[src/hdl/sdd_pkg.sv]
package sdd_pkg;

   // Fixed field widths of the request and response transactions.
   localparam int unsigned VALUE_FIELD_BITS = 8;
   localparam int unsigned STATUS_BITS      = 3;
   localparam int unsigned COUNT_OUT_BITS   = 4;

   // Default sizes of the two sets and of the compared value.
   localparam int unsigned DEF_EXCL_DEPTH = 8;
   localparam int unsigned DEF_KEEP_DEPTH = 8;
   localparam int unsigned DEF_VALUE_BITS = 8;

   // Request commands.
   localparam logic CMD_LOAD = 1'b0;
   localparam logic CMD_TEST = 1'b1;

   // Outcome codes reported with every response.
   typedef enum logic [STATUS_BITS-1:0] {
      ST_KEPT      = 3'd0,
      ST_EXCLUDED  = 3'd1,
      ST_DUPLICATE = 3'd2,
      ST_DROPPED   = 3'd3,
      ST_LOADED    = 3'd4,
      ST_EXCL_FULL = 3'd5
   } status_type;

   typedef struct packed {
      logic                        cmd;
      logic [VALUE_FIELD_BITS-1:0] value;
   } req_payload_type;

   typedef struct packed {
      logic [STATUS_BITS-1:0]      status;
      logic [VALUE_FIELD_BITS-1:0] echo_value;
      logic [COUNT_OUT_BITS-1:0]   kept_count;
   } rsp_payload_type;

   // Commands from the controller to the datapath.
   typedef struct packed {
      logic capture;   // take the request transaction
      logic scan;      // read one entry of each store
      logic commit;    // update the sets and load the response register
   } ctrl_cmd_type;

   // Status from the datapath to the controller.
   typedef struct packed {
      logic req_is_test;  // command bit of the pending request
      logic scan_last;    // the current read is the last one needed
      logic out_free;     // the response register can take a new result
   } dp_status_type;

endpackage

[src/hdl/sdd_stream_if.sv]
interface sdd_stream_if #(
   parameter type payload_type = logic
) ();

   logic        valid;
   logic        ready;
   payload_type payload;

   modport source (output valid, output payload, input ready);
   modport sink (input valid, input payload, output ready);

endinterface

[src/hdl/set_difference_dedup.sv]
// Set difference without duplicates. The block holds an exclusion set and a
// result set, both empty after reset. A load transaction appends its value to
// the exclusion set (status loaded, or exclusion full when no room is left).
// A test transaction reports excluded when the value is in the exclusion set,
// duplicate when it is already in the result set, dropped when the result set
// is full, and otherwise appends it to the result set and reports kept. Every
// request transaction yields exactly one response carrying the status, the
// value and the result set fill count. One request is handled at a time. A
// load goes from the idle state straight to the finish state. A test first
// passes through the scan and drain states; the scan length is the larger
// fill count, and the serial scan reads one entry of each store per cycle
// through the store's single read port. In the finish state the result is
// committed to the response register once that register is free, and only
// then is the next request accepted. The response register lets a new
// request be accepted while the previous response is still held.
module set_difference_dedup
   import sdd_pkg::*;
#(
   parameter int unsigned EXCL_DEPTH = DEF_EXCL_DEPTH,
   parameter int unsigned KEEP_DEPTH = DEF_KEEP_DEPTH,
   parameter int unsigned VALUE_BITS = DEF_VALUE_BITS
) (
   input  logic         clock,
   input  logic         reset,
   sdd_stream_if.sink   req_chan,
   sdd_stream_if.source rsp_chan
);

   ctrl_cmd_type    ctrl_cmd;
   dp_status_type   dp_status;
   logic            req_ready;
   logic            rsp_valid;
   rsp_payload_type rsp_payload;
   req_payload_type req_payload;

   assign req_payload = req_chan.payload;

   sdd_ctrl u_ctrl (
      .clock     (clock),
      .reset     (reset),
      .req_valid (req_chan.valid),
      .req_ready (req_ready),
      .dp_status (dp_status),
      .ctrl_cmd  (ctrl_cmd)
   );

   sdd_datapath #(
      .EXCL_DEPTH (EXCL_DEPTH),
      .KEEP_DEPTH (KEEP_DEPTH),
      .VALUE_BITS (VALUE_BITS)
   ) u_datapath (
      .clock       (clock),
      .reset       (reset),
      .req_payload (req_payload),
      .ctrl_cmd    (ctrl_cmd),
      .dp_status   (dp_status),
      .rsp_valid   (rsp_valid),
      .rsp_ready   (rsp_chan.ready),
      .rsp_payload (rsp_payload)
   );

   assign req_chan.ready   = req_ready;
   assign rsp_chan.valid   = rsp_valid;
   assign rsp_chan.payload = rsp_payload;

endmodule

[src/hdl/sdd_ctrl.sv]
module sdd_ctrl
   import sdd_pkg::*;
(
   input  logic          clock,
   input  logic          reset,
   input  logic          req_valid,
   output logic          req_ready,
   input  dp_status_type dp_status,
   output ctrl_cmd_type  ctrl_cmd
);

   typedef enum logic [3:0] {
      S_IDLE   = 4'b0001,
      S_SCAN   = 4'b0010,
      S_DRAIN  = 4'b0100,
      S_FINISH = 4'b1000
   } state_type;

   state_type state_ff;
   state_type state_in;

   // Next state: loads skip the scan, tests sweep both stores first.
   always_comb begin
      state_in = state_ff;
      unique case (state_ff)
         S_IDLE: begin
            if (req_valid) begin
               state_in = dp_status.req_is_test ? S_SCAN : S_FINISH;
            end
         end
         S_SCAN: begin
            if (dp_status.scan_last) begin
               state_in = S_DRAIN;
            end
         end
         S_DRAIN: begin
            state_in = S_FINISH;
         end
         S_FINISH: begin
            if (dp_status.out_free) begin
               state_in = S_IDLE;
            end
         end
         default: begin
            state_in = S_IDLE;
         end
      endcase
   end

   always_ff @(posedge clock) begin
      if (reset) begin
         state_ff <= S_IDLE;
      end else begin
         state_ff <= state_in;
      end
   end

   // Commands to the datapath.
   assign req_ready        = (state_ff == S_IDLE);
   assign ctrl_cmd.capture = (state_ff == S_IDLE) && req_valid;
   assign ctrl_cmd.scan    = (state_ff == S_SCAN);
   assign ctrl_cmd.commit  = (state_ff == S_FINISH) && dp_status.out_free;

endmodule

[src/hdl/sdd_datapath.sv]
module sdd_datapath
   import sdd_pkg::*;
#(
   parameter int unsigned EXCL_DEPTH = DEF_EXCL_DEPTH,
   parameter int unsigned KEEP_DEPTH = DEF_KEEP_DEPTH,
   parameter int unsigned VALUE_BITS = DEF_VALUE_BITS
) (
   input  logic            clock,
   input  logic            reset,
   input  req_payload_type req_payload,
   input  ctrl_cmd_type    ctrl_cmd,
   output dp_status_type   dp_status,
   output logic            rsp_valid,
   input  logic            rsp_ready,
   output rsp_payload_type rsp_payload
);

   // Only the low bits of the value field take part.
   localparam int unsigned STORE_BITS =
      (VALUE_BITS < VALUE_FIELD_BITS) ? VALUE_BITS : VALUE_FIELD_BITS;
   localparam int unsigned EXCL_ADDR_BITS = (EXCL_DEPTH > 1) ? $clog2(EXCL_DEPTH) : 1;
   localparam int unsigned KEEP_ADDR_BITS = (KEEP_DEPTH > 1) ? $clog2(KEEP_DEPTH) : 1;
   localparam int unsigned EXCL_CNT_BITS  = $clog2(EXCL_DEPTH + 1);
   localparam int unsigned KEEP_CNT_BITS  = $clog2(KEEP_DEPTH + 1);
   localparam int unsigned MAX_DEPTH      = (EXCL_DEPTH > KEEP_DEPTH) ? EXCL_DEPTH : KEEP_DEPTH;
   localparam int unsigned SCAN_BITS      = $clog2(MAX_DEPTH + 1);

   // Set storage.
   logic [STORE_BITS-1:0] excl_mem [EXCL_DEPTH];
   logic [STORE_BITS-1:0] keep_mem [KEEP_DEPTH];

   logic                     cmd_ff;
   logic [STORE_BITS-1:0]    value_ff;
   logic [SCAN_BITS-1:0]     idx_ff;
   logic [SCAN_BITS-1:0]     idx_in;
   logic [STORE_BITS-1:0]    excl_rd_ff;
   logic [STORE_BITS-1:0]    keep_rd_ff;
   logic                     excl_cmp_ff;
   logic                     excl_cmp_in;
   logic                     keep_cmp_ff;
   logic                     keep_cmp_in;
   logic                     excl_hit_ff;
   logic                     excl_hit_in;
   logic                     keep_hit_ff;
   logic                     keep_hit_in;
   logic [EXCL_CNT_BITS-1:0] excl_cnt_ff;
   logic [EXCL_CNT_BITS-1:0] excl_cnt_in;
   logic [KEEP_CNT_BITS-1:0] keep_cnt_ff;
   logic [KEEP_CNT_BITS-1:0] keep_cnt_in;
   logic                     rsp_valid_ff;
   logic                     rsp_valid_in;
   rsp_payload_type          rsp_payload_ff;
   rsp_payload_type          rsp_payload_in;

   logic [SCAN_BITS-1:0]     scan_len;
   logic [SCAN_BITS:0]       idx_next;
   logic                     excl_full;
   logic                     keep_full;
   logic                     excl_we;
   logic                     keep_we;
   status_type               status;
   logic [COUNT_OUT_BITS+KEEP_CNT_BITS-1:0] keep_cnt_ext;

   // Scan length is the larger of the two fill counts.
   always_comb begin
      if (SCAN_BITS'(excl_cnt_ff) > SCAN_BITS'(keep_cnt_ff)) begin
         scan_len = SCAN_BITS'(excl_cnt_ff);
      end else begin
         scan_len = SCAN_BITS'(keep_cnt_ff);
      end
   end

   assign idx_next  = {1'b0, idx_ff} + (SCAN_BITS + 1)'(1);
   assign excl_full = (excl_cnt_ff == EXCL_CNT_BITS'(EXCL_DEPTH));
   assign keep_full = (keep_cnt_ff == KEEP_CNT_BITS'(KEEP_DEPTH));

   // Scan index and compare qualifiers; only entries below a count are valid.
   always_comb begin
      idx_in      = idx_ff;
      excl_cmp_in = 1'b0;
      keep_cmp_in = 1'b0;
      if (ctrl_cmd.capture) begin
         idx_in = '0;
      end else if (ctrl_cmd.scan) begin
         idx_in      = idx_next[SCAN_BITS-1:0];
         excl_cmp_in = (idx_ff < SCAN_BITS'(excl_cnt_ff));
         keep_cmp_in = (idx_ff < SCAN_BITS'(keep_cnt_ff));
      end
   end

   // Hit flags gather matches one entry per cycle.
   always_comb begin
      excl_hit_in = excl_hit_ff;
      keep_hit_in = keep_hit_ff;
      if (ctrl_cmd.capture) begin
         excl_hit_in = 1'b0;
         keep_hit_in = 1'b0;
      end else begin
         if (excl_cmp_ff && (excl_rd_ff == value_ff)) begin
            excl_hit_in = 1'b1;
         end
         if (keep_cmp_ff && (keep_rd_ff == value_ff)) begin
            keep_hit_in = 1'b1;
         end
      end
   end

   // Outcome of the transaction, in priority order.
   always_comb begin
      priority if (cmd_ff == CMD_LOAD) begin
         status = excl_full ? ST_EXCL_FULL : ST_LOADED;
      end else if (excl_hit_ff) begin
         status = ST_EXCLUDED;
      end else if (keep_hit_ff) begin
         status = ST_DUPLICATE;
      end else if (keep_full) begin
         status = ST_DROPPED;
      end else begin
         status = ST_KEPT;
      end
   end

   assign excl_we = ctrl_cmd.commit && (status == ST_LOADED);
   assign keep_we = ctrl_cmd.commit && (status == ST_KEPT);

   // Fill counts and the response register.
   always_comb begin
      excl_cnt_in    = excl_cnt_ff + EXCL_CNT_BITS'(excl_we);
      keep_cnt_in    = keep_cnt_ff + KEEP_CNT_BITS'(keep_we);
      keep_cnt_ext   = {COUNT_OUT_BITS'(0), keep_cnt_in};
      rsp_valid_in   = rsp_valid_ff;
      rsp_payload_in = rsp_payload_ff;
      if (ctrl_cmd.commit) begin
         rsp_valid_in              = 1'b1;
         rsp_payload_in.status     = status;
         rsp_payload_in.echo_value = VALUE_FIELD_BITS'(value_ff);
         rsp_payload_in.kept_count = keep_cnt_ext[COUNT_OUT_BITS-1:0];
      end else if (rsp_ready) begin
         rsp_valid_in = 1'b0;
      end
   end

   // Control registers.
   always_ff @(posedge clock) begin
      if (reset) begin
         excl_cnt_ff  <= '0;
         keep_cnt_ff  <= '0;
         rsp_valid_ff <= 1'b0;
         excl_cmp_ff  <= 1'b0;
         keep_cmp_ff  <= 1'b0;
      end else begin
         excl_cnt_ff  <= excl_cnt_in;
         keep_cnt_ff  <= keep_cnt_in;
         rsp_valid_ff <= rsp_valid_in;
         excl_cmp_ff  <= excl_cmp_in;
         keep_cmp_ff  <= keep_cmp_in;
      end
   end

   // Payload registers.
   always_ff @(posedge clock) begin
      if (ctrl_cmd.capture) begin
         cmd_ff   <= req_payload.cmd;
         value_ff <= req_payload.value[STORE_BITS-1:0];
      end
      idx_ff         <= idx_in;
      excl_hit_ff    <= excl_hit_in;
      keep_hit_ff    <= keep_hit_in;
      rsp_payload_ff <= rsp_payload_in;
   end

   // Exclusion store: one write port, one registered read port.
   always_ff @(posedge clock) begin
      if (excl_we) begin
         excl_mem[excl_cnt_ff[EXCL_ADDR_BITS-1:0]] <= value_ff;
      end
      excl_rd_ff <= excl_mem[idx_ff[EXCL_ADDR_BITS-1:0]];
   end

   // Result store: one write port, one registered read port.
   always_ff @(posedge clock) begin
      if (keep_we) begin
         keep_mem[keep_cnt_ff[KEEP_ADDR_BITS-1:0]] <= value_ff;
      end
      keep_rd_ff <= keep_mem[idx_ff[KEEP_ADDR_BITS-1:0]];
   end

   assign dp_status.req_is_test = (req_payload.cmd == CMD_TEST);
   assign dp_status.scan_last   = (idx_next >= {1'b0, scan_len});
   assign dp_status.out_free    = !rsp_valid_ff || rsp_ready;

   assign rsp_valid   = rsp_valid_ff;
   assign rsp_payload = rsp_payload_ff;

endmodule
[src/flat_wrapper.sv]
// flat-port wrapper written by rule: the top's interface ports become plain ports
module set_difference_dedup_flat import sdd_pkg::*;
#(
   parameter int unsigned EXCL_DEPTH = DEF_EXCL_DEPTH,
   parameter int unsigned KEEP_DEPTH = DEF_KEEP_DEPTH,
   parameter int unsigned VALUE_BITS = DEF_VALUE_BITS
)
  (clock, reset, req_chan_valid, req_chan_payload, req_chan_ready, rsp_chan_valid, rsp_chan_payload, rsp_chan_ready);
  sdd_stream_if req_chan_i ();
  sdd_stream_if rsp_chan_i ();
  input  logic clock;
  input  logic reset;
  input wire logic [$bits(req_chan_i.valid)-1:0] req_chan_valid;
  input wire logic [$bits(req_chan_i.payload)-1:0] req_chan_payload;
  output wire logic [$bits(req_chan_i.ready)-1:0] req_chan_ready;
  output wire logic [$bits(rsp_chan_i.valid)-1:0] rsp_chan_valid;
  output wire logic [$bits(rsp_chan_i.payload)-1:0] rsp_chan_payload;
  input wire logic [$bits(rsp_chan_i.ready)-1:0] rsp_chan_ready;
  assign req_chan_i.valid = req_chan_valid;
  assign req_chan_i.payload = req_chan_payload;
  assign req_chan_ready = req_chan_i.ready;
  assign rsp_chan_valid = rsp_chan_i.valid;
  assign rsp_chan_payload = rsp_chan_i.payload;
  assign rsp_chan_i.ready = rsp_chan_ready;
  set_difference_dedup #(.EXCL_DEPTH(EXCL_DEPTH), .KEEP_DEPTH(KEEP_DEPTH), .VALUE_BITS(VALUE_BITS)) u_core (.clock(clock), .reset(reset), .req_chan(req_chan_i), .rsp_chan(rsp_chan_i));
endmodule
[config.mk]
export PLATFORM = sky130hd
export DESIGN_NAME = set_difference_dedup_flat
export DESIGN_NICKNAME = d
export VERILOG_FILES = /design/src/hdl/sdd_pkg.sv /design/src/hdl/sdd_stream_if.sv /design/src/hdl/set_difference_dedup.sv /design/src/hdl/sdd_ctrl.sv /design/src/hdl/sdd_datapath.sv /design/src/flat_wrapper.sv
export SDC_FILE = /design/constraint.sdc
export NUM_CORES = 1
export LEC_CHECK = 0
export BUFFER_PORTS_ARGS = -buffer_cell sky130_fd_sc_hd__buf_4
export CAP_MARGIN = 15
export CELL_PAD_IN_SITES_DETAIL_PLACEMENT = 0
export CELL_PAD_IN_SITES_GLOBAL_PLACEMENT = 1
export CORE_AREA = 5 5 42 44
export CTS_BUF_LIST = sky130_fd_sc_hd__clkbuf_4
export CTS_CLUSTER_DIAMETER = 60
export DETAILED_ROUTE_END_ITERATION = 10
export DIE_AREA = 0 0 47 49
export PLACE_DENSITY = 0.44
export SETUP_SLACK_MARGIN = 0.05
export SYNTH_ARGS = -nofsm -noshare
export SYNTH_HDL_FRONTEND = slang
export SYNTH_SLANG_ARGS = --single-unit
[constraint.sdc]
create_clock -name clock -period 0.99 [get_ports clock]
set_clock_uncertainty 0.2 [all_clocks]
set_input_delay 0.0495 -clock clock [delete_from_list [all_inputs] [get_ports clock]]
set_output_delay 0.0495 -clock clock [all_outputs]
set_load 0.05 [all_outputs]
-- Yosys cells after proc, flatten, opt, wreduce, memory -nomap -nowiden
Index checks and enable logic that the tools add are counted.
- reduce and logical (&&, ||, !) cells: 9
- multiplexer cells: 8
- equal/unequal tests: 9
- $add $sub $neg: 3
- $lt $le $gt $ge: 2
- operator list (cell ; number):
    two-way mux 4 bit ; 4
    case mux 4 bit (4 select lines) ; 1
    adder 4 x 1 -> 4 bit ; 2
    == test 4 bit, second input constant ; 2
    != test 2 bit, second input constant ; 3
    adder 4 x 1 -> 5 bit, second input constant ; 1
    >= comparator 5 x 4 -> 1 bit ; 1
    == test 4 x 1 -> 1 bit, second input constant ; 1
    == test 4 x 2 -> 1 bit, second input constant ; 1
    == test 4 x 3 -> 1 bit, second input constant ; 1
    greater-than comparator 4 bit ; 1
    logical AND 1 bit ; 4
    == test 3 bit, second input constant ; 1
    logical NOT 3 bit ; 1
    two-way mux 1 bit ; 3
    AND reduction 3 bit ; 1
    nonzero test 2 bit ; 1
    logical NOT 1 bit ; 1
    logical OR 1 bit ; 1
- register bits: 18
- input port bits: 5
- output and inout bits: 3
- word-level logic and storage cells: 37

-- Longest topological paths before layout
Gate-level depths: netlist (run 1).
- word-level depth: 5
- depth in mapped cells: 2
- mapped depth without buffers: 2

-- Cells and area by module
A second synthesis (run 1) with hierarchy kept.
- cells, all modules: 422
- area, all modules: 7602.3 sq um
- by module, submodules not included (module ; area each (sq um) ; sequential area each (sq um) ; times used ; cells an instance):
    sdd_datapath ; 7319.5 ; 5225.0 ; 1 ; 391
    sdd_ctrl ; 279.0 ; 80.1 ; 1 ; 30
    set_difference_dedup ; 3.8 ; 0.0 ; 1 ; 1

-- Worst setup path before layout (run 1)
OpenSTA, ideal clock, no wires.
- path type: register -> register
- start: reg u_core.u_datapath.rsp_valid_ff, in the netlist u_core.u_datapath.rsp_valid
- end: reg u_core.u_ctrl.state_ff[0]
- slack: -0.309 ns
- library setup time: 0.114 ns
- clock period less this slack: 1.299 ns
- data arrival time: 0.985 ns
- required time: 0.676 ns
- stages on the path, launching flop included: 3
- buffers on the path: 0
- cell sequence: dfxtp_1 nand4bb_1 a21o_1
- cells in the longest elaborated chain, start to end: 4
- ends and longest elaborated chain (item ; line ; text):
    from (decl) ; sdd_datapath.sv:50 ; logic rsp_valid_ff;
    from (signal assigned) ; sdd_datapath.sv:154 ; rsp_valid_ff <= rsp_valid_in;
    logical NOT 1 bit ; sdd_datapath.sv:190 ; assign dp_status.out_free = !rsp_valid_ff || rsp_ready;
    logical OR 1 bit ; sdd_datapath.sv:190 ;
    != test 2 bit (no source line) ; -- ;
    AND reduction 3 bit (no source line) ; -- ;
    to (signal assigned) ; sdd_ctrl.sv:54 ; state_ff <= state_in;
    to (decl) ; sdd_ctrl.sv:19 ; state_type state_ff;
No other way between the ends.
A chain may end at the register's enable or synchronous reset.

-- Final worst setup path (run 1)
- start: reg u_core.u_ctrl.state_ff[0]
- end: out req_chan_ready
- cells in the longest elaborated chain, start to end: 1
- ends and longest elaborated chain (item ; line ; text):
    == test 4 x 1 -> 1 bit ; sdd_ctrl.sv:59 ; assign req_ready = (state_ff == S_IDLE);
    to (decl) ; flat_wrapper.sv:15 ; output wire logic [$bits(req_chan_i.ready)-1:0] req_chan_ready;
No other way between the ends.

==> results of run 1 <==
==> where the power goes <==
part           internal, mW  total, mW  switching [mW]
Clock                 0.178      0.239          0.0605
Sequential            0.126      0.132         0.00603
Combinational        0.0379     0.0775          0.0395
Total                 0.343      0.449           0.106
==> area by class of cell <==
type                    instances  area (um^2)
flip-flops and latches          3         66.3
well taps                      16         20.0
fillers                       167         1140
repair buffers                  7         70.1
multi-input cells               9         70.1
clock buffers                   4         30.0
==> sequential cells by signal (all words and copies together) (netlist names) <==
name                         flops
u_core.u_ctrl.state_ff           2
u_core.u_datapath.rsp_valid      1
==> per-layer routing <==
| layer | vias to the layer above | GRT usage [%] |
|---|---|---|
| li1 | 64 | - |
| met1 | 60 | 4.19 |
| met2 | 7 | 3.62 |
| met3 | 0 | 4.80 |
| met4 | 0 | 2.76 |
| met5 | - | 0 |
==> kinds of logic after synthesis <==
kind of cell    after synthesis  synth area share [%]
other cells                   1                  2.97
simple gates                  5                  29.7
flops                         3                  47.5
buf+inv                       1                  5.94
compound gates                3                  13.9
==> critical path, cell delays in order, from the launching register on <==
cell and delay (ns):
dfxtp_2 0.33, nor2b_4 0.14, buf_8 0.15
==> synth_stat cells <==
library cell / number
nor2b_1: 1
a21o_1: 1
nand3b_1: 1
nand4bb_1: 1
nand2b_1: 2
conb_1: 1
buf_4: 1
dfxtp_1: 3
a21oi_1: 2
==> metrics by stage <==
| stage | hold slack (ns) | setup slack, ns | TNS (ns) | instance area [um^2] |
|---|---|---|---|---|
| floorplan | -0.0911 | -0.0356 | -0.0356 | 138 |
| global placement | 0.0155 | -0.0275 | -0.0275 | 188 |
| detailed placement | 0.0244 | -0.0399 | -0.0399 | 188 |
| CTS | -0.108 | -0.122 | -0.146 | 253 |
| global route | -0.0787 | -0.159 | -0.284 | 256 |
| finish | -0.0840 | -0.109 | -0.135 | 256 |
==> repair_timing <==
item,in CTS,in global routing
hold endpoints to repair,3,3
setup endpoints to repair,4,5
resized for setup,6,1
pin swaps,3,1
buffers inserted,1,0
==> worst min-delay path by stage <==
stage	start	to	cells past startpoint
finish	rsp_chan_ready	u_core.u_datapath.rsp_valid$_SDFFE_PP0P_	3
global route	rsp_chan_ready	u_core.u_datapath.rsp_valid$_SDFFE_PP0P_	3
CTS	rsp_chan_ready	u_core.u_datapath.rsp_valid$_SDFFE_PP0P_	3
detailed placement	reset	u_core.u_datapath.rsp_valid$_SDFFE_PP0P_	2
global placement	reset	u_core.u_datapath.rsp_valid$_SDFFE_PP0P_	2
floorplan	reset	u_core.u_datapath.rsp_valid$_SDFFE_PP0P_	1
==> summary.txt, run 1 <==
Routing
  – WL met1: 171 um
  – Starting DRT DRC Count: 0
  – # DRC: 0
  – Routed wl met3: 52 um
  – WL per Instance: 8.67 um
  – Top layer in use: met3
  – Vias: about 130
  – Via density: 3.36
  – WL final: 338 um
  – Met2 WL post-DR: 114 um
  – TritonRoute pass-1 iters: 1
  – Post-route ant nets: 0

Pwr
  – Leakage power: around 0.11 nW
  – Peak supply drop: 0.474 mV
  – Pwr Density: 1750 mW/mm^2
  – Overall Power: between 400 and 500 uW

STA
  – Tmin final: 1.10 ns
  – Final Slew Violations: 0
  – Hold Fails Final Rpt: 3
  – Fmax achieved: about 910 MHz
  – Min setup slack post-route: -0.109 ns
  – WHS: -0.0840 ns
  – RSZ-0062 raised after global routing: true
  – Tcrit/Tclk final: 111%
  – Final setup violation count: 2

Cells and area
  – Layout area overhead: 103%
  – Most frequent cells in the layout: clkbuf_4, buf_4, nand2b_1, buf_8, dfxtp_2
  – Post-route insts no fill: 39
  – Nets@finish: 29
  – Post-layout util: around 18%
  – Share of cells above drive strength 1: ~65%
  – ANT cells: 0

Setup path
  – Worst R2R Start: u_core.u_ctrl.state_ff[0]$_SDFFE_PP1P_
  – Critical Path End Type: primary output
  – WP data required: 0.74 ns
  – Crit Reg-Reg Endpoint: u_core.u_ctrl.state_ff[0]$_SDFFE_PP1P_
  – CP Class: reg2out
  – Critical path launch point type: register
  – Data arrival, critical path: between 0.8 and 0.9 ns
  – CP startpoint: u_core.u_ctrl.state_ff[0]$_SDFFE_PP1P_
  – Worst-path fanout max: 3
  – Crit path to: req_chan_ready
  – Worst reg2reg path depth: 2
  – Internal reg-to-reg setup slack: -0.03 ns

Place
  – Routability congestion estimate: 0.607
  – Placed Cells incl. Taps: 33
  – I/O Buffers: 5

Floorplanning
  – # IOs: 8
  – Die width: 47 um
  – Die Y: 49 um
  – Initial Util: about 9.0%
  – Die ar.: 0.00230 mm^2
  – Core area: about 0.0014 mm^2
  – Num rows: 14

Synthesis
  – Syn avg cell area: between 9 and 10 um^2
  – Syn Nets: 18
  – Flops & latches, synth: 3
  – Post-Synthesis Cell Area: 126 um^2
  – Synth area leader: dfxtp_1
  – Synth top area share: 47.5%
  – Gate Count Post-Synth: 13
  – Yosys warning total: 0
  – Area contributors post-synth: dfxtp_1, nand2b_1, nand4bb_1, a21oi_1, a21o_1
  – Post-synthesis sequential area ratio: 47.5%
  – Count of different cell masters after synthesis: 9

GRT
  – First-pass GRT wire length: 552 um
  – Vias in the first global route: 145
  – Initial antenna violation count: 0
  – Gr usage total: under 10%
  – Grt total ovfl: 0
  – Largest net degree at the start of global routing: 5

Clock network
  – Htree depth: 1
  – Root buffer cell: clkbuf_4
  – CTS buffer count: 3
  – Clock Sinks: 3
  – Clk_lat worst skew: 0.23 ns
  – CTS tree: yes
  – CTS max path bufs: 2
  – Post-CTS Hold Buffers: 1
  – Clk slew on worst S/H paths: 0.04 ns

Status
  – Status: finished with violations
  – Failing checks: hold timing, setup timing

Job
  – Max Cap Viol: 0

Hold path
  – Hold crit path type: in2reg
No activity file was read; power rests on OpenSTA's default activity.
==> run 2: changes to the inputs <==
==> constraint.sdc (replaced) <==
create_clock -name clock -period 0.99 [get_ports clock]
set_clock_uncertainty 0.2 [all_clocks]
set_input_delay 0 -clock clock [delete_from_list [all_inputs] [get_ports clock]]
set_output_delay 0 -clock clock [all_outputs]
set_load 0.05 [all_outputs]
==> summary.txt, run 2 (synthesis results as in run 1) <==
Status
  – Status: finished with violations
  – Failing checks: hold timing, setup timing

STA
  – Final setup violation count: 3 (+1)
  – RSZ-0062 raised after global routing: true
  – Min setup slack post-route: -0.127 ns (-0.0181 ns)
  – Hold Fails Final Rpt: 3 (unchanged)
  – Tmin final: 1.12 ns (+0.0181 ns)
  – Fmax achieved: 895 MHz (-1.6%)
  – WHS: -0.156 ns (-0.0722 ns)
  – Final Slew Violations: 0 (unchanged)
  – Tcrit/Tclk final: 113% (+1.8 points)

GRT
  – Grt total ovfl: 0 (unchanged)
  – Gr usage total: 4.09% (+0.28 points)
  – First-pass GRT wire length: 558 um (+1.1%)
  – Largest net degree at the start of global routing: 5 (unchanged)
  – Vias in the first global route: 146 (+0.69%)
  – Initial antenna violation count: 0 (unchanged)

Setup path
  – Worst-path fanout max: 2 (-1)
  – CP Class: reg2out
  – CP max-delay cell: dfxtp_2
  – Cell Chain, Critical Path: buf_6 -> nor2b_4 -> buf_8
  – Critical path launch point type: register
  – Data arrival, critical path: 0.92 ns (+0.07 ns)
  – Critical Path End Type: primary output
  – WP data required: 0.79 ns (+0.05 ns)
  – Slowest Stage Delay on Critical Path: 0.32 ns (about the same)

Place
  – Placed Cells incl. Taps: 34 (+3.0%)
  – Area post-placement: 195 um^2 (+4.0%)
  – I/O Buffers: 5 (unchanged)
  – Routability congestion estimate: 0.609 (+0.36%)

Routing
  – WL final: 342 um (+1.2%)
  – Vias: 128 (-2.3%)
  – # DRC: 0 (unchanged)
  – Starting DRT DRC Count: 0 (unchanged)
  – WL per Instance: 8.55 um (-1.3%)
  – Post-route ant nets: 0 (unchanged)
  – Via density: 3.20 (-4.7%)
  – TritonRoute pass-1 iters: 1 (unchanged)

Cells and area
  – Most frequent cells in the layout: clkbuf_4, buf_4
  – Fillers: 164 (-1.8%)
  – Final instance area: 268 um^2 (+4.4%)
  – Nets@finish: 30 (+3.4%)
  – Post-route insts no fill: 40 (+2.6%)
  – ANT cells: 0 (unchanged)
  – Commonest non-fill, non-tap cell in the layout: clkbuf_4
  – Share of cells above drive strength 1: 62.5% (-2.7 points)
  – Layout area overhead: 112%
  – Largest reg by FF count: u_core.u_ctrl.state_ff
  – Max reg flops: 2 (unchanged)
  – Register area: 66.3 um^2 (unchanged)
  – Footprint of the multi-input gates: 66.3 um^2 (-5.4%)

Floorplanning
  – Die Y: 49 um (unchanged)
  – # IOs: 8 (unchanged)
  – Die ar.: 0.00230 mm^2 (unchanged)
  – Die width: 47 um (unchanged)
  – Core area: 0.00140 mm^2 (unchanged)
  – Num rows: 14 (unchanged)
  – Initial Util: 9.02% (unchanged)

Pwr
  – Leakage power: 0.117 nW (+7.2%)
  – Pwr Density: 1710 mW/mm^2 (-2.4%)
  – Peak supply drop: 0.402 mV (-15%)

Clock network
  – Post-CTS Hold Buffers: 1 (unchanged)
  – CTS tree: yes
  – CTS buffer count: 3 (unchanged)
  – CTS max path bufs: 2 (unchanged)
  – Clock Sinks: 3 (unchanged)
  – Root buffer cell: clkbuf_4
  – Clk slew on worst S/H paths: 0.04 ns (about the same)
  – Htree depth: 1 (unchanged)
  – Clk_lat worst skew: 0.23 ns (about the same)

Hold path
  – Hold crit path type: in2reg

Job
  – Max Cap Viol: 0 (unchanged)
## run 2: cell count changes in the layout (fill, tap and decap cells not counted), sizes merged
cell and delta:
buf +1
## run 2: final cells by class
type | count | area share [%]
Multi-Input combinational cell | 9 | 24.8
Timing Repair Buffer | 8 | 31.8
Clock buffer | 4 | 11.2
Sequential cell | 3 | 24.8
Tap cell | 16 | 7.48
## run 2: report_power, final
part / total, mW / internal (mW) / leakage, nW / switching, mW
logic: 0.0846 / 0.0438 / 0.0729 / 0.0409
clock network: 0.241 / 0.178 / 0.0184 / 0.0623
registers: 0.132 / 0.126 / 0.0255 / 0.00536
## run 2: worst max-delay path: cells and delay by family, from the launching register on
kind / cells / cell delay, ns
flops: 1 / 0.32
buf+inv: 2 / 0.26
simple gates: 1 / 0.10
## run 2: routing by layer
metal	vias up	global-route usage, %	wire (um)
li1	65	-	-
met1	56	3.30	151
met2	7	4.07	135
met3	0	4.80	56
met4	0	5.53	0
met5	-	0	0
## run 2: final timing paths
path	start	endpoint	slack [ns]	cells after the start
setup / recovery	u_core.u_ctrl.state_ff[3]$_SDFFE_PP0P_	req_chan_ready	-0.13	3
hold / removal	rsp_chan_ready	u_core.u_datapath.rsp_valid$_SDFFE_PP0P_	-0.16	3
setup reg to reg	u_core.u_ctrl.state_ff[3]$_SDFFE_PP0P_	u_core.u_ctrl.state_ff[0]$_SDFFE_PP1P_	-0.11	3
hold reg to reg	u_core.u_datapath.rsp_valid$_SDFFE_PP0P_	u_core.u_datapath.rsp_valid$_SDFFE_PP0P_	0.31	2
## run 2: stage by stage
stage,setup TNS (ns),worst slack (ns),utilization (%),total power [mW]
4_1_cts,-0.280,-0.132,18.8,0.470
3_3_place_gp,0,0.00430,13.9,0.196
3_5_place_dp,-0.0142,-0.0142,13.9,0.198
5_1_grt,-0.386,-0.152,19.1,0.489
6_report,-0.286,-0.127,19.1,0.457
2_1_floorplan,-0.0356,-0.0356,-,0.177
## run 2: what timing repair did
action                                 CTS  global route
setup endpoints to repair                4             4
gates resized for setup                  6             2
buffers inserted                         1             0
pin swaps                                1             1
endpoints found under the hold margin    3             3
==> run 3: changes to the inputs <==
clock period = 0.9 ns   (was 0.99 ns; I/O delays follow)
==> summary.txt, run 3 (synthesis results as in run 1) <==
Routing
  – Via density: 3.12 (-2.5%)
  – WL per Instance: 8.55 um (about the same)
  – Vias: 131 (+2.3%)
  – TritonRoute pass-1 iters: 1 (unchanged)
  – # DRC: 0 (unchanged)
  – Post-route ant nets: 0 (unchanged)
  – WL final: 359 um (+5.0%)
  – Starting DRT DRC Count: 0 (unchanged)

Clock network
  – CTS tree: yes
  – Clk_lat worst skew: 0.23 ns (about the same)
  – CTS buffer count: 3 (unchanged)
  – CTS max path bufs: 2 (unchanged)
  – Post-CTS Hold Buffers: 1 (unchanged)
  – Clk slew on worst S/H paths: 0.04 ns (about the same)
  – Htree depth: 1 (unchanged)
  – Clock Sinks: 3 (unchanged)
  – Root buffer cell: clkbuf_4

Setup path
  – Internal reg-to-reg setup slack: -0.19 ns (-0.08 ns)
  – Worst path depth: 3 (unchanged)
  – Worst-path fanout max: 2 (unchanged)
  – WP data required: 0.70 ns (-0.09 ns)
  – Worst reg2reg path depth: 3 (unchanged)
  – Critical path launch point type: register
  – Critical Path End Type: primary output
  – Crit path buf inv count: 2 (unchanged)
  – Slowest Stage Delay on Critical Path: 0.31 ns (about the same)
  – Data arrival, critical path: 0.90 ns (-0.02 ns)
  – Critical Path Most Common Cell: buf_6
  – CP max-delay cell: dfxtp_2
  – Top delay family on crit path: flip-flops
  – CP Class: reg2out
  – Cell Chain, Critical Path: buf_6 -> nor2b_4 -> buf_6

GRT
  – Largest net degree at the start of global routing: 5 (unchanged)
  – First-pass GRT wire length: 558 um (unchanged)
  – Vias in the first global route: 141 (-3.4%)
  – Initial antenna violation count: 0 (unchanged)
  – Gr usage total: 3.80% (-0.28 points)
  – Grt total ovfl: 0 (unchanged)

Cells and area
  – Most frequent cells in the layout: clkbuf_4, buf_4, buf_6
  – ANT cells: 0 (unchanged)
  – Share of cells above drive strength 1: 73.1% (+11 points)
  – Layout area overhead: 133%
  – Largest reg by FF count: u_core.u_ctrl.state_ff
  – Fillers: 161 (-1.8%)
  – Max reg flops: 2 (unchanged)
  – Nets@finish: 32 (+6.7%)
  – Post-layout util: 21.0% (+1.9 points)
  – Post-route insts no fill: 42 (+5.0%)

STA
  – Hold Fails Final Rpt: 3 (unchanged)
  – WHS: -0.155 ns (+0.000842 ns)
  – Fmax achieved: 907 MHz
  – Tcrit/Tclk final: 123%
  – Min setup slack post-route: -0.203 ns (-0.0762 ns)
  – Tmin final: 1.10 ns
  – RSZ-0062 raised after global routing: true
  – Final Slew Violations: 0 (unchanged)
  – Final setup violation count: 5 (+2)
  – Setup TNS: -0.702 ns (-0.416 ns)

Pwr
  – Sw frac: 23.9% (+0.17 points)
  – Reg power frac: 28.6% (-0.2 points)
  – Cell Int Power: 383 uW (+9.8%)
  – Pwr Density: 1710 mW/mm^2 (+0.24%)
  – Peak supply drop: 0.534 mV (+33%)
  – Leakage power: 0.132 nW (+13%)
  – Clock power share: 52.7% (about the same)
  – Logic pwr share: 18.6% (about the same)
  – Sw power: 120 uW (+11%)

Floorplanning
  – Die Y: 49 um (unchanged)
  – Die ar.: 0.00230 mm^2 (unchanged)
  – Die width: 47 um (unchanged)
  – Core area: 0.00140 mm^2 (unchanged)
  – Initial Util: 9.02% (unchanged)
  – # IOs: 8 (unchanged)
  – Num rows: 14 (unchanged)

Status
  – Status: finished with violations
  – Failing checks: hold timing, setup timing

Job
  – Max Cap Viol: 0 (unchanged)

Hold path
  – Hold crit path type: in2reg
  – Number of stages on the worst hold path: 3 (unchanged)

Place
  – Placed Cells incl. Taps: 35 (+2.9%)
  – Routability congestion estimate: 0.624 (+2.5%)
  – I/O Buffers: 5 (unchanged)
  – Pre-CTS WS: -0.109 ns (-0.0944 ns)
-- run 3: layout make-up --
| class | instances | area [um^2] | area share [%] |
|---|---|---|---|
| tap | 16 | 20.0 | 6.81 |
| timing repair buffer | 10 | 100 | 34.0 |
| clock buffer | 4 | 30.0 | 10.2 |
| multi-input combinational | 9 | 77.6 | 26.4 |
| sequential | 3 | 66.3 | 22.6 |
-- run 3: power groups by stage --
| stage | Combinational (mW) | Clock [mW] | Sequential, mW |
|---|---|---|---|
| after floorplan | 0.0461 | 0 | 0.148 |
| after global placement | 0.0724 | 0 | 0.145 |
| after detailed placement | 0.0736 | 0 | 0.145 |
| after CTS | 0.0889 | 0.282 | 0.144 |
| after global routing | 0.100 | 0.288 | 0.146 |
| final | 0.0937 | 0.265 | 0.144 |
-- run 3: worst paths after layout --
kind / startpoint / end
worst max register to register: u_core.u_ctrl.state_ff[3]$_SDFFE_PP0P_ / u_core.u_ctrl.state_ff[0]$_SDFFE_PP1P_
worst min register to register: u_core.u_ctrl.state_ff[0]$_SDFFE_PP1P_ / u_core.u_ctrl.state_ff[3]$_SDFFE_PP0P_
worst min-delay path: rsp_chan_ready / u_core.u_datapath.rsp_valid$_SDFFE_PP0P_
worst max-delay path: u_core.u_ctrl.state_ff[3]$_SDFFE_PP0P_ / req_chan_ready
-- run 3: tightest hold or removal path, delay by kind of cell --
| family | cells | cell delay (ns) |
|---|---|---|
| AOI/OAI and AO/OA | 1 | 0.04 |
| and+or+nand+nor | 1 | 0.11 |
| buffers and inverters | 1 | 0.09 |
-- run 3: what timing repair did --
| action | 4_1_cts | 5_1_grt |
|---|---|---|
| pin swaps | 2 | 1 |
| resized for setup | 7 | 3 |
| setup endpoints to repair | 5 | 5 |
| buffers inserted | 1 | 1 |
| gates cloned | 0 | 0 |
| hold endpoints to repair | 3 | 3 |
-- run 3: layer usage --
layer	up-vias	track usage, %	wire length (um)
li1	67	-	-
met1	57	5.05	171
met2	7	2.94	148
met3	0	2.21	39
met4	0	5.53	0
met5	-	0	0
-- run 3: stage by stage --
step	total power, mW	area, um^2
CTS	0.515	272
detailed placement	0.219	203
finish	0.503	294
floorplan	0.194	138
global placement	0.217	203
global route	0.534	294
